--- config.mk ---
export PLATFORM = sky130hd
export DESIGN_NAME = binomial_mod_prime
export DESIGN_NICKNAME = d
export VERILOG_FILES = /design/src/rtl/bmp_pkg.sv /design/src/rtl/bmp_mulmod.sv /design/src/rtl/bmp_datapath.sv /design/src/rtl/bmp_ctrl.sv /design/src/rtl/binomial_mod_prime.sv
export SDC_FILE = /design/constraint.sdc
export NUM_CORES = 2
export LEC_CHECK = 0
export BUFFER_PORTS_ARGS = -buffer_cell sky130_fd_sc_hd__buf_2
export CAP_MARGIN = 5
export CORE_MARGIN = 2
export CORE_UTILIZATION = 35
export DETAILED_ROUTE_END_ITERATION = 10
export GPL_TIMING_DRIVEN = 0
export PLACE_DENSITY_LB_ADDON = 0.1
export SLEW_MARGIN = 0
export SYNTH_ARGS = -nofsm -noshare
export SYNTH_HDL_FRONTEND = slang
export SYNTH_SLANG_ARGS = --single-unit
--- constraint.sdc ---
create_clock -name clk -period 12.39 [get_ports clk]
set_input_delay 2.478 -clock clk [delete_from_list [all_inputs] [get_ports clk]]
set_output_delay 2.478 -clock clk [all_outputs]
set_load 0.03 [all_outputs]
--- src/rtl/bmp_pkg.sv ---
package bmp_pkg;

	// Modulus and the width of every residue.
	localparam int unsigned MOD_W = 30;
	localparam logic [MOD_W-1:0] MOD_P = 30'd1000000007;

	// Fermat exponent for the inverse: P - 2.
	localparam logic [MOD_W-1:0] INV_EXP = MOD_P - 30'd2;
	localparam int unsigned EXP_BITS = MOD_W;
	localparam int unsigned BIT_W = 5;

	// Barrett constant floor(2^(2*MOD_W) / P), a 31-bit value.
	localparam int unsigned MU_W = MOD_W + 1;
	localparam logic [MU_W-1:0] BARRETT_MU =
		MU_W'((64'd1 << (2 * MOD_W)) / 64'd1000000007);

	// Width of the result channel's tdata (30-bit result padded to bytes).
	localparam int unsigned RES_TDATA_W = 32;

	// Operand selection and destination of one modular multiplication.
	typedef enum logic [2:0] {
		OP_FACT,
		OP_DEN,
		OP_ACC,
		OP_SQR,
		OP_FIN
	} mul_op_t;

	typedef struct packed {
		logic    load;
		logic    init;
		logic    zero_res;
		logic    mul_go;
		mul_op_t go_op;
		logic    commit;
		mul_op_t commit_op;
	} bmp_cmd_t;

	typedef struct packed {
		logic k_gt_n;
		logic i_gt_n;
		logic mul_done;
	} bmp_status_t;

endpackage

--- src/rtl/bmp_mulmod.sv ---
module bmp_mulmod (
	input  logic                     clk,
	input  logic                     arst_n,
	input  logic                     go,
	input  logic [bmp_pkg::MOD_W-1:0] a,
	input  logic [bmp_pkg::MOD_W-1:0] b,
	output logic                     done,
	output logic [bmp_pkg::MOD_W-1:0] r
);
	import bmp_pkg::*;

	localparam int unsigned PROD_W = 2 * MOD_W;
	localparam int unsigned LO_W = MOD_W + 2;

	logic vld_s1, vld_s2, vld_s3, vld_s4, vld_s5;

	logic [PROD_W-1:0]    p_s1;
	logic [2*MU_W-1:0]    q_s2;
	logic [LO_W-1:0]      plo_s2, plo_s3;
	logic [LO_W-1:0]      qp_s3;
	logic [LO_W-1:0]      r_s4;
	logic [MOD_W-1:0]     r_s5;

	logic [MU_W+MOD_W-1:0] qp_full;
	logic [LO_W-1:0]       p1_lo, p2_lo;

	assign qp_full = q_s2[2*MU_W-1:MU_W] * MOD_P;
	assign p1_lo   = LO_W'(MOD_P);
	assign p2_lo   = LO_W'(MOD_P) << 1;

	always_ff @(posedge clk or negedge arst_n) begin
		if (!arst_n) begin
			vld_s1 <= 1'b0;
			vld_s2 <= 1'b0;
			vld_s3 <= 1'b0;
			vld_s4 <= 1'b0;
			vld_s5 <= 1'b0;
		end else begin
			vld_s1 <= go;
			vld_s2 <= vld_s1;
			vld_s3 <= vld_s2;
			vld_s4 <= vld_s3;
			vld_s5 <= vld_s4;
		end
	end

	// Barrett reduction: estimate the quotient, subtract q*P on the low bits,
	// then at most two corrections bring the remainder below P.
	always_ff @(posedge clk) begin
		p_s1   <= a * b;
		q_s2   <= p_s1[PROD_W-1:MOD_W-1] * BARRETT_MU;
		plo_s2 <= p_s1[LO_W-1:0];
		qp_s3  <= qp_full[LO_W-1:0];
		plo_s3 <= plo_s2;
		r_s4   <= plo_s3 - qp_s3;
		if (r_s4 >= p2_lo) begin
			r_s5 <= MOD_W'(r_s4 - p2_lo);
		end else if (r_s4 >= p1_lo) begin
			r_s5 <= MOD_W'(r_s4 - p1_lo);
		end else begin
			r_s5 <= MOD_W'(r_s4);
		end
	end

	assign done = vld_s5;
	assign r    = r_s5;

endmodule

--- src/rtl/bmp_datapath.sv ---
module bmp_datapath #(
	parameter int unsigned N_BITS = 20
) (
	input  logic                     clk,
	input  logic                     arst_n,
	input  logic [N_BITS-1:0]        n,
	input  logic [N_BITS-1:0]        k,
	input  bmp_pkg::bmp_cmd_t        cmd,
	output bmp_pkg::bmp_status_t     status,
	output logic [bmp_pkg::MOD_W-1:0] result
);
	import bmp_pkg::*;

	logic [N_BITS-1:0] n_q, k_q, nk_q;
	logic [N_BITS:0]   i_q;
	logic [MOD_W-1:0]  prod_q, fk_q, fnk_q, base_q, acc_q, result_q;
	logic [MOD_W-1:0]  op_a, op_b, mul_r;
	logic              mul_done;

	always_comb begin
		case (cmd.go_op)
			OP_FACT: begin
				op_a = prod_q;
				op_b = MOD_W'(i_q);
			end
			OP_DEN: begin
				op_a = fk_q;
				op_b = fnk_q;
			end
			OP_ACC: begin
				op_a = acc_q;
				op_b = base_q;
			end
			OP_SQR: begin
				op_a = base_q;
				op_b = base_q;
			end
			default: begin
				op_a = prod_q;
				op_b = acc_q;
			end
		endcase
	end

	bmp_mulmod u_mulmod (
		.clk    (clk),
		.arst_n (arst_n),
		.go     (cmd.mul_go),
		.a      (op_a),
		.b      (op_b),
		.done   (mul_done),
		.r      (mul_r)
	);

	always_ff @(posedge clk) begin
		if (cmd.load) begin
			n_q <= n;
			k_q <= k;
		end
		if (cmd.init) begin
			nk_q   <= n_q - k_q;
			prod_q <= MOD_W'(1);
			fk_q   <= MOD_W'(1);
			fnk_q  <= MOD_W'(1);
			i_q    <= (N_BITS+1)'(1);
		end
		if (cmd.zero_res) begin
			result_q <= '0;
		end
		if (cmd.commit) begin
			case (cmd.commit_op)
				OP_FACT: begin
					prod_q <= mul_r;
					if (i_q == {1'b0, k_q}) begin
						fk_q <= mul_r;
					end
					if (i_q == {1'b0, nk_q}) begin
						fnk_q <= mul_r;
					end
					i_q <= i_q + 1'b1;
				end
				OP_DEN: begin
					base_q <= mul_r;
					acc_q  <= MOD_W'(1);
				end
				OP_ACC: begin
					acc_q <= mul_r;
				end
				OP_SQR: begin
					base_q <= mul_r;
				end
				OP_FIN: begin
					result_q <= mul_r;
				end
				default: begin
				end
			endcase
		end
	end

	assign status.k_gt_n   = k_q > n_q;
	assign status.i_gt_n   = i_q > {1'b0, n_q};
	assign status.mul_done = mul_done;
	assign result          = result_q;

endmodule

--- src/rtl/bmp_ctrl.sv ---
module bmp_ctrl (
	input  logic                 clk,
	input  logic                 arst_n,
	input  logic                 s_tvalid,
	output logic                 s_tready,
	output logic                 m_tvalid,
	input  logic                 m_tready,
	input  bmp_pkg::bmp_status_t status,
	output bmp_pkg::bmp_cmd_t    cmd
);
	import bmp_pkg::*;

	typedef enum logic [3:0] {
		ST_IDLE,
		ST_CHECK,
		ST_ZERO,
		ST_FACT,
		ST_FACT_W,
		ST_DEN_W,
		ST_EXP,
		ST_ACC_W,
		ST_SQR_W,
		ST_FIN,
		ST_FIN_W
	} state_t;

	state_t           state_q, state_d;
	logic [BIT_W-1:0] bit_q, bit_d;
	logic             out_valid_q;
	logic             out_free;
	logic             res_load;

	// The output register can take a new result once it is empty or being read.
	assign out_free = !out_valid_q || m_tready;

	always_comb begin
		state_d       = state_q;
		bit_d         = bit_q;
		res_load      = 1'b0;
		s_tready      = 1'b0;
		cmd           = '0;
		cmd.go_op     = OP_FACT;
		cmd.commit_op = OP_FACT;
		case (state_q)
			ST_IDLE: begin
				s_tready = 1'b1;
				if (s_tvalid) begin
					cmd.load = 1'b1;
					state_d  = ST_CHECK;
				end
			end
			ST_CHECK: begin
				if (status.k_gt_n) begin
					state_d = ST_ZERO;
				end else begin
					cmd.init = 1'b1;
					state_d  = ST_FACT;
				end
			end
			ST_ZERO: begin
				if (out_free) begin
					cmd.zero_res = 1'b1;
					res_load     = 1'b1;
					state_d      = ST_IDLE;
				end
			end
			ST_FACT: begin
				cmd.mul_go = 1'b1;
				if (status.i_gt_n) begin
					cmd.go_op = OP_DEN;
					state_d   = ST_DEN_W;
				end else begin
					cmd.go_op = OP_FACT;
					state_d   = ST_FACT_W;
				end
			end
			ST_FACT_W: begin
				cmd.commit_op = OP_FACT;
				if (status.mul_done) begin
					cmd.commit = 1'b1;
					state_d    = ST_FACT;
				end
			end
			ST_DEN_W: begin
				cmd.commit_op = OP_DEN;
				if (status.mul_done) begin
					cmd.commit = 1'b1;
					bit_d      = '0;
					state_d    = ST_EXP;
				end
			end
			ST_EXP: begin
				cmd.mul_go = 1'b1;
				if (INV_EXP[bit_q]) begin
					cmd.go_op = OP_ACC;
					state_d   = ST_ACC_W;
				end else begin
					cmd.go_op = OP_SQR;
					state_d   = ST_SQR_W;
				end
			end
			ST_ACC_W: begin
				cmd.commit_op = OP_ACC;
				cmd.go_op     = OP_SQR;
				if (status.mul_done) begin
					cmd.commit = 1'b1;
					cmd.mul_go = 1'b1;
					state_d    = ST_SQR_W;
				end
			end
			ST_SQR_W: begin
				cmd.commit_op = OP_SQR;
				if (status.mul_done) begin
					cmd.commit = 1'b1;
					if (bit_q == BIT_W'(EXP_BITS - 1)) begin
						state_d = ST_FIN;
					end else begin
						bit_d   = bit_q + 1'b1;
						state_d = ST_EXP;
					end
				end
			end
			// The final product is started only once the output register is free,
			// so it can be written there the moment it comes out.
			ST_FIN: begin
				cmd.go_op = OP_FIN;
				if (out_free) begin
					cmd.mul_go = 1'b1;
					state_d    = ST_FIN_W;
				end
			end
			ST_FIN_W: begin
				cmd.commit_op = OP_FIN;
				if (status.mul_done) begin
					cmd.commit = 1'b1;
					res_load   = 1'b1;
					state_d    = ST_IDLE;
				end
			end
			default: begin
				state_d = ST_IDLE;
			end
		endcase
	end

	always_ff @(posedge clk or negedge arst_n) begin
		if (!arst_n) begin
			state_q     <= ST_IDLE;
			bit_q       <= '0;
			out_valid_q <= 1'b0;
		end else begin
			state_q <= state_d;
			bit_q   <= bit_d;
			if (res_load) begin
				out_valid_q <= 1'b1;
			end else if (m_tready) begin
				out_valid_q <= 1'b0;
			end
		end
	end

	assign m_tvalid = out_valid_q;

endmodule

--- src/rtl/binomial_mod_prime.sv ---
// Channel  Dir  Fields of tdata (lowest bit first)         Handshake
// s_*      in   n [N_BITS-1:0], k [2*N_BITS-1:N_BITS]       s_tvalid / s_tready
// m_*      out  result [29:0], zero padding above          m_tvalid / m_tready
//
// Every modular multiplication goes through one shared five-stage Barrett
// multiplier; the factorial walk takes n products, the denominator one and the
// inversion 45 (P-2 has 15 set bits, and each multiply is followed directly by
// its square). An item with k greater than n gets its zero result without any
// multiplication.
// Reset is asynchronous and active low; it clears the controller and the
// output valid flag. A stalled result sits in the output register while the
// next item is already taken and worked on; that item waits before its final
// product or its zero result until the register has been read.
module binomial_mod_prime #(
	parameter int unsigned N_BITS = 20
) (
	input  logic                                  clk,
	input  logic                                  arst_n,
	input  logic                                  s_tvalid,
	output logic                                  s_tready,
	// n, then k, each N_BITS wide, zero padded to whole bytes.
	input  logic [((2*N_BITS+7)/8)*8-1:0]         s_tdata,
	output logic                                  m_tvalid,
	input  logic                                  m_tready,
	// result (30 bits), then two zero bits.
	output logic [bmp_pkg::RES_TDATA_W-1:0]       m_tdata
);
	import bmp_pkg::*;

	bmp_cmd_t         cmd;
	bmp_status_t      status;
	logic [MOD_W-1:0] result;

	// The controller sequences the factorial walk, the Fermat inversion by
	// square-and-multiply over the bits of P-2 and the final product.
	bmp_ctrl u_ctrl (
		.clk      (clk),
		.arst_n   (arst_n),
		.s_tvalid (s_tvalid),
		.s_tready (s_tready),
		.m_tvalid (m_tvalid),
		.m_tready (m_tready),
		.status   (status),
		.cmd      (cmd)
	);

	// The datapath holds the operands, the captured factorials k! and (n-k)!,
	// the running product, the inversion accumulator and the result register.
	bmp_datapath #(
		.N_BITS (N_BITS)
	) u_datapath (
		.clk    (clk),
		.arst_n (arst_n),
		.n      (s_tdata[N_BITS-1:0]),
		.k      (s_tdata[2*N_BITS-1:N_BITS]),
		.cmd    (cmd),
		.status (status),
		.result (result)
	);

	assign m_tdata = RES_TDATA_W'(result);

endmodule
# Word level (Yosys, flattened, before mapping)
# Memory sizes are Yosys's and may differ from the RTL's.
# Cells that the tools add are included.
[word_totals]
reg_bits = 553
elab_cells = 138
mem_count = 1
romBits = 32
inputBits = 44
[memory_table]
columns = ["name", "depth", "width", "read_ports", "rd_ports_with_merged_regs", "wr", "line_no", "rtl"]
rows = [
  ["(no name shown)", 32, 1, 1, 0, 0, "bmp_ctrl.sv:94", "if (INV_EXP[bit_q]) begin"],
]
[classes]
mul = 3
n_eq_ne = 29
mux = 55
reduce_logical = 14
addsub = 6
magnitude_cmp = 5
[op_table]
columns = ["op", "n"]
rows = [
  ["30-bit 2-to-1 mux", 16],
  ["30-bit one-hot mux with 3 select lines", 2],
  ["21-bit 2-to-1 mux", 3],
  ["30-bit by 30-bit multiplier with 60-bit output", 1],
  ["30-bit one-hot mux with 2 select lines", 1],
  ["30-bit subtractor (second input constant)", 2],
  ["31-bit by 28-bit multiplier with 59-bit output (second input constant)", 1],
  ["4-bit one-hot mux with 11 select lines", 1],
  ["21-bit by 20-bit equality test with 1-bit output", 2],
  ["4-bit 2-to-1 mux", 10],
  ["32-bit by 30-bit greater-or-equal comparator with 1-bit output (second input constant)", 1],
  ["32-bit by 31-bit greater-or-equal comparator with 1-bit output (second input constant)", 1],
  ["31-bit by 30-bit multiplier with 32-bit output (second input constant)", 1],
  ["32-bit subtractor", 1],
  ["21-bit by 1-bit adder with 21-bit output (second input constant)", 1],
  ["21-bit by 20-bit > comparator with 1-bit output", 1],
  ["20-bit > comparator", 1],
  ["4-bit one-hot mux with 5 select lines", 1],
  ["20-bit subtractor", 1],
  ["4-bit by 3-bit equality test with 1-bit output (second input constant)", 4],
  ["4-bit one-hot mux with 4 select lines", 1],
  ["1-bit 2-to-1 mux", 15],
  ["5-bit 2-to-1 mux", 3],
  ["2-bit by 1-bit != test with 1-bit output (second input constant)", 7],
  ["21 further kinds", 34],
]

# Logic depth before layout (Yosys ltp)
[logic_depth]
ltp_word = 8
mapped_depth = 44

# Cells and area by module
# Synthesis repeated with hierarchy kept, for this count alone.
[unflattened]
hier_cells = 7317
area_unflattened_um2 = 71143.2
[modules_own_cells]
columns = ["module", "area_each_um2", "n_inst", "seq_area_each_um2", "cells_per_inst"]
rows = [
  ["bmp_mulmod", 57053.5, 1, 5109.9, 5868],
  ["bmp_datapath", 13136.3, 1, 6426.2, 1322],
  ["bmp_ctrl", 934.6, 1, 250.2, 124],
  ["binomial_mod_prime", 18.8, 1, 0.0, 3],
]

# Worst setup path before layout
# No wires, ideal clock.
[synth_timing]
path_kind = "reg2reg"
from = "register u_datapath.n_q[1]"
to = "register u_datapath.u_mulmod.p_s1[59]"
path_stages_with_launch = 39
arrival_ns = 9.216
setup_time_ns = 0.121
path_slack_ns = 3.053
n_path_buf = 4
cell_sequence = "edfxtp_1 -> inv_1 -> ha_1 -> nor2b_1 -> o21a_1 -> o21a_1 -> o21a_1 -> o21ai_1 -> a21oi_1 -> o2111a_1 -> buf_2 -> buf_2 -> buf_2 -> a221oi_1 -> clkbuf_1 -> nor2_1 -> fa_1 -> fa_1 -> (+3 left out) -> inv_1 -> fa_1 -> fa_1 -> fa_1 -> inv_1 -> fa_1 -> inv_1 -> ha_1 -> nand2_1 -> o21ai_0 -> a21oi_1 -> nor4_1 -> a211oi_1 -> o21a_1 -> o311a_1 -> o21ai_0 -> a21oi_1 -> xnor2_1"
[synth_between]
elab_chain_cells = 7
[synth_lines]
columns = ["item", "line_no", "rtl"]
rows = [
  ["start, declared", "bmp_datapath.sv:14", "logic [N_BITS-1:0] n_q, k_q, nk_q;"],
  ["start signal, assigned", "bmp_datapath.sv:57", "n_q <= n;"],
  ["21-bit by 20-bit > comparator with 1-bit output (*)", "bmp_datapath.sv:102", "assign status.i_gt_n = i_q > {1'b0, n_q};"],
  ["1-bit 2-to-1 mux (*)", "bmp_ctrl.sv:69", "if (status.i_gt_n) begin"],
  ["4-bit one-hot mux with 4 select lines (*)", "bmp_ctrl.sv:44", "case (state_q)"],
  ["3-bit by 2-bit equality test with 1-bit output", "bmp_datapath.sv:21", "case (cmd.go_op)"],
  ["2-bit OR reduction (no source line)", "n/a", ""],
  ["30-bit one-hot mux with 3 select lines", "bmp_datapath.sv:21", ""],
  ["30-bit by 30-bit multiplier with 60-bit output (*)", "bmp_mulmod.sv:50", "p_s1 <= a * b;"],
  ["end signal, assigned", "bmp_mulmod.sv:50", ""],
  ["end, declared", "bmp_mulmod.sv:17", "logic [PROD_W-1:0] p_s1;"],
]
# Every way passes the cells marked *; elsewhere a longest branch is shown, timed or not.
# A chain may end at the register's enable or synchronous reset.

# Worst setup path after layout
[layout_timing]
from = "register u_datapath.i_q[1]"
to = "register u_datapath.u_mulmod.p_s1[59]"
[layout_between]
elab_chain_cells = 7
[layout_lines]
columns = ["item", "line_no", "rtl"]
rows = [
  ["start, declared", "bmp_datapath.sv:15", "logic [N_BITS:0] i_q;"],
  ["start signal, assigned", "bmp_datapath.sv:65", "i_q <= (N_BITS+1)'(1);"],
  ["start signal, assigned", "bmp_datapath.sv:80", "i_q <= i_q + 1'b1;"],
  ["21-bit by 20-bit > comparator with 1-bit output", "bmp_datapath.sv:102", ""],
  ["1-bit 2-to-1 mux", "bmp_ctrl.sv:69", ""],
  ["4-bit one-hot mux with 4 select lines", "bmp_ctrl.sv:44", ""],
  ["3-bit by 2-bit equality test with 1-bit output", "bmp_datapath.sv:21", ""],
  ["2-bit OR reduction (no source line)", "n/a", ""],
  ["30-bit one-hot mux with 3 select lines", "bmp_datapath.sv:21", ""],
  ["30-bit by 30-bit multiplier with 60-bit output (*)", "bmp_mulmod.sv:50", ""],
]
# Marked as above.

==> flow_metrics.tcl <==
set metrics [dict create \
    wl_per_cell_um 23.5 \
    fillCellCount 20200 \
    io_buffers 75 \
    synth-async-reset-ratio 0.0286 \
    cts_made_buffers 60 \
    final_area_um2 76000 \
    diodes 0 \
    skew_ns 0.0668 \
    final_common_cell "inv_1" \
    htreeDepth 2 \
    final_cell_mix "1535 x inv_1, 1225 x fa_1, 840 x ha_1" \
    max-cap-violations 0 \
    worstPathRequired_ns 12.92 \
    rsz0062_at_grt "false" \
    finalCritPeriodShare 0.963 \
    dpl.cell_count 10000 \
    yosysWarnings 0 \
    cts_tree "built" \
    hold_start "u_datapath.u_mulmod.plo_s2[26]" \
    slowest_stage "a221oi_4" \
    crit_type "flip-flop to flip-flop" \
    viasPerCell 4.99 \
    grt_max_degree 40 \
    synth.avg_cell_area_um2 9.51 \
    hold_buffers 0 \
    arrival_ns 12.46 \
    hold_class "flip-flop to flip-flop" \
    vias 50700 \
    grtUsageTotal 0.240 \
    setup-violations-final 0 \
    cpMostUsedCell "fa_1" \
    die_x_um 450 \
    slew_violations 0 \
    synth_cell_type_count 93 \
    antenna_left 0 \
    synth_area_um2 69500 \
    period_needed_ns 11.93 \
    drive_gt1_frac 0.0479 \
    antenna_found_initial 4 \
    syn_inst 7309 \
    slew_headroom 0.0928 \
    end_kind "flip-flop" \
    grt_overflow 0 \
    dieArea_um2 202000 \
    ys_ff_latch 525 \
    dr.pass1.iters 6 \
    grt_pass1_vias 53700 \
    start_util 0.352 \
    gp_congestion 0.956 \
    status "finished, final reports clean" \
    clockBufferDepth 3 \
    core-area_um2 197000 \
    clock-sinks 525 \
    drcViolationCount 0 \
    grt_pass1_wl_mm 360 \
    path_clk_slew_ns 0.06 \
    seq_area_frac_synth 0.170 \
    final_nets 9578 \
    root_buffer "clkbuf_16" \
    final_cells 10200 \
    hold_viol 0 \
    ys.flop_type "dfxtp_1" \
    wirelength_mm 239 \
    ios 78 \
    cp-start-kind "flip-flop" \
    critPathLaunch "u_datapath.i_q[1]" \
    place_area_um2 73600 \
    clk_latency_ns 0.71 \
    die_h_um 450 \
    worst-path-max-fanout 10 \
    critPathMaxStageDelay_ns 0.88 \
    area_growth_pct 9.37 \
    tightest_slew_ns 1.36 \
    fmax_mhz 83.8 \
    dp_hpwl_mm 201 \
    reg2reg_from "u_datapath.i_q[1]" \
    drt_iter0_drc 3670 \
    synth_edf_count 120 \
    fp-row-count 163 \
]
## routing by layer
layer | vias up | wire [um] | track usage
met4 | 0 | 9420 | 0.0772
met1 | 25800 | 106000 | 0.330
li1 | 23200 | - | -
met2 | 1405 | 111000 | 0.392
met3 | 309 | 13100 | 0.0288
met5 | - | 0 | 0
## sequential cells by signal, indices dropped and copies added, names as in the netlist, 31 cells and up
signal and flops:
u_datapath.u_mulmod.r_s4 32, u_datapath.u_mulmod.qp_s3 32, u_datapath.u_mulmod.p_s1 60, u_datapath.u_mulmod.q_s2 31
u_datapath.u_mulmod.plo_s3 32, u_datapath.u_mulmod.plo_s2 32
## per-stage QoR
step                      utilization  TNS (ns)  hold slack [ns]  setup WS [ns]
after detailed placement        0.373    -0.697            0.312         -0.247
after global routing            0.385         0            0.323         0.0779
final                           0.385         0            0.315          0.456
after CTS                       0.384   -0.0139            0.319        -0.0139
after global placement          0.371     -2.36            0.315         -0.505
after floorplan                     -         0            0.310           3.05
## cell type report
type                    instances  area [um2]  area share
plain buffers                 266        1130      0.0149
clock buffers                  77        1660      0.0218
clock inverters                36         363     0.00477
inverters                    1536        5770      0.0758
multi-input cells            4974       51200       0.674
flip-flops and latches        525       11800       0.155
well taps                    2640        3300      0.0435
repair buffers                106         771      0.0101
## worst max-delay path: cells and delay by family, from the launching register on
family | cells | cell delay (ns)
compound gates | 14 | 3.63
xor+xnor | 1 | 0.15
fa+ha+maj | 10 | 4.89
buf+inv | 8 | 1.64
flops | 1 | 0.53
simple gates | 4 | 0.87
## synthesized netlist by cell type, types with 21 or more instances
cell type | instances | area (um2)
nor2_1 | 725 | 2720
nor2b_1 | 27 | 169
xnor2_1 | 186 | 1630
and3_1 | 61 | 382
xor2_1 | 66 | 578
nand2_1 | 684 | 2570
a211oi_1 | 27 | 203
a21oi_1 | 177 | 886
and2_1 | 23 | 144
fa_1 | 1225 | 24500
a22o_1 | 32 | 280
mux2i_1 | 32 | 320
nand4_1 | 33 | 206
inv_1 | 1535 | 5760
a41oi_1 | 21 | 184
a31oi_1 | 24 | 150
edfxtp_1 | 120 | 3600
a221o_1 | 31 | 310
clkbuf_1 | 238 | 893
ha_1 | 840 | 10500
o21ai_0 | 199 | 996
dfxtp_1 | 390 | 7810
nand2b_1 | 67 | 419
nor3_1 | 49 | 245
a21o_1 | 82 | 616
o21a_1 | 24 | 180
buf_2 | 22 | 110
nand3_1 | 72 | 360
a221oi_1 | 27 | 236
## kinds of logic (layout without fill, tap and decap cells)
| kind of cell | Yosys count | count (layout) | synth area share |
|---|---|---|---|
| AO/OA/AOI/OAI | 831 | 831 | 0.0824 |
| XOR/XNOR | 252 | 252 | 0.0318 |
| adder cells (fa/ha/maj) | 2065 | 2065 | 0.504 |
| buffers and inverters | 1811 | 2021 | 0.0985 |
| flip-flops | 525 | 525 | 0.170 |
| multiplexers | 33 | 33 | 0.00477 |
| other | 1 | 2 | 0.0000540 |
| AND/OR/NAND/NOR | 1791 | 1791 | 0.109 |
## worst paths after layout
kind	slack (ns)	endpoint	cells after the start
max in group asynchronous	10.45	u_ctrl.bit_q[3]	1
min	0.31	u_datapath.u_mulmod.plo_s3[26]	0
min reg2reg	0.31	u_datapath.u_mulmod.plo_s3[26]	0
max reg2reg	0.46	u_datapath.u_mulmod.p_s1[59]	37
max	0.46	u_datapath.u_mulmod.p_s1[59]	37
min in group asynchronous	1.67	u_ctrl.m_tvalid	1
## repair_timing
action,in CTS,in global routing
setup endpoints to repair,9,23
pin swaps,1,3
setup buffers,2,9
gates resized for setup,20,127
Power is not shown: default switching activity piles up to over one toggle a cycle in this logic, so the estimate is an artifact.
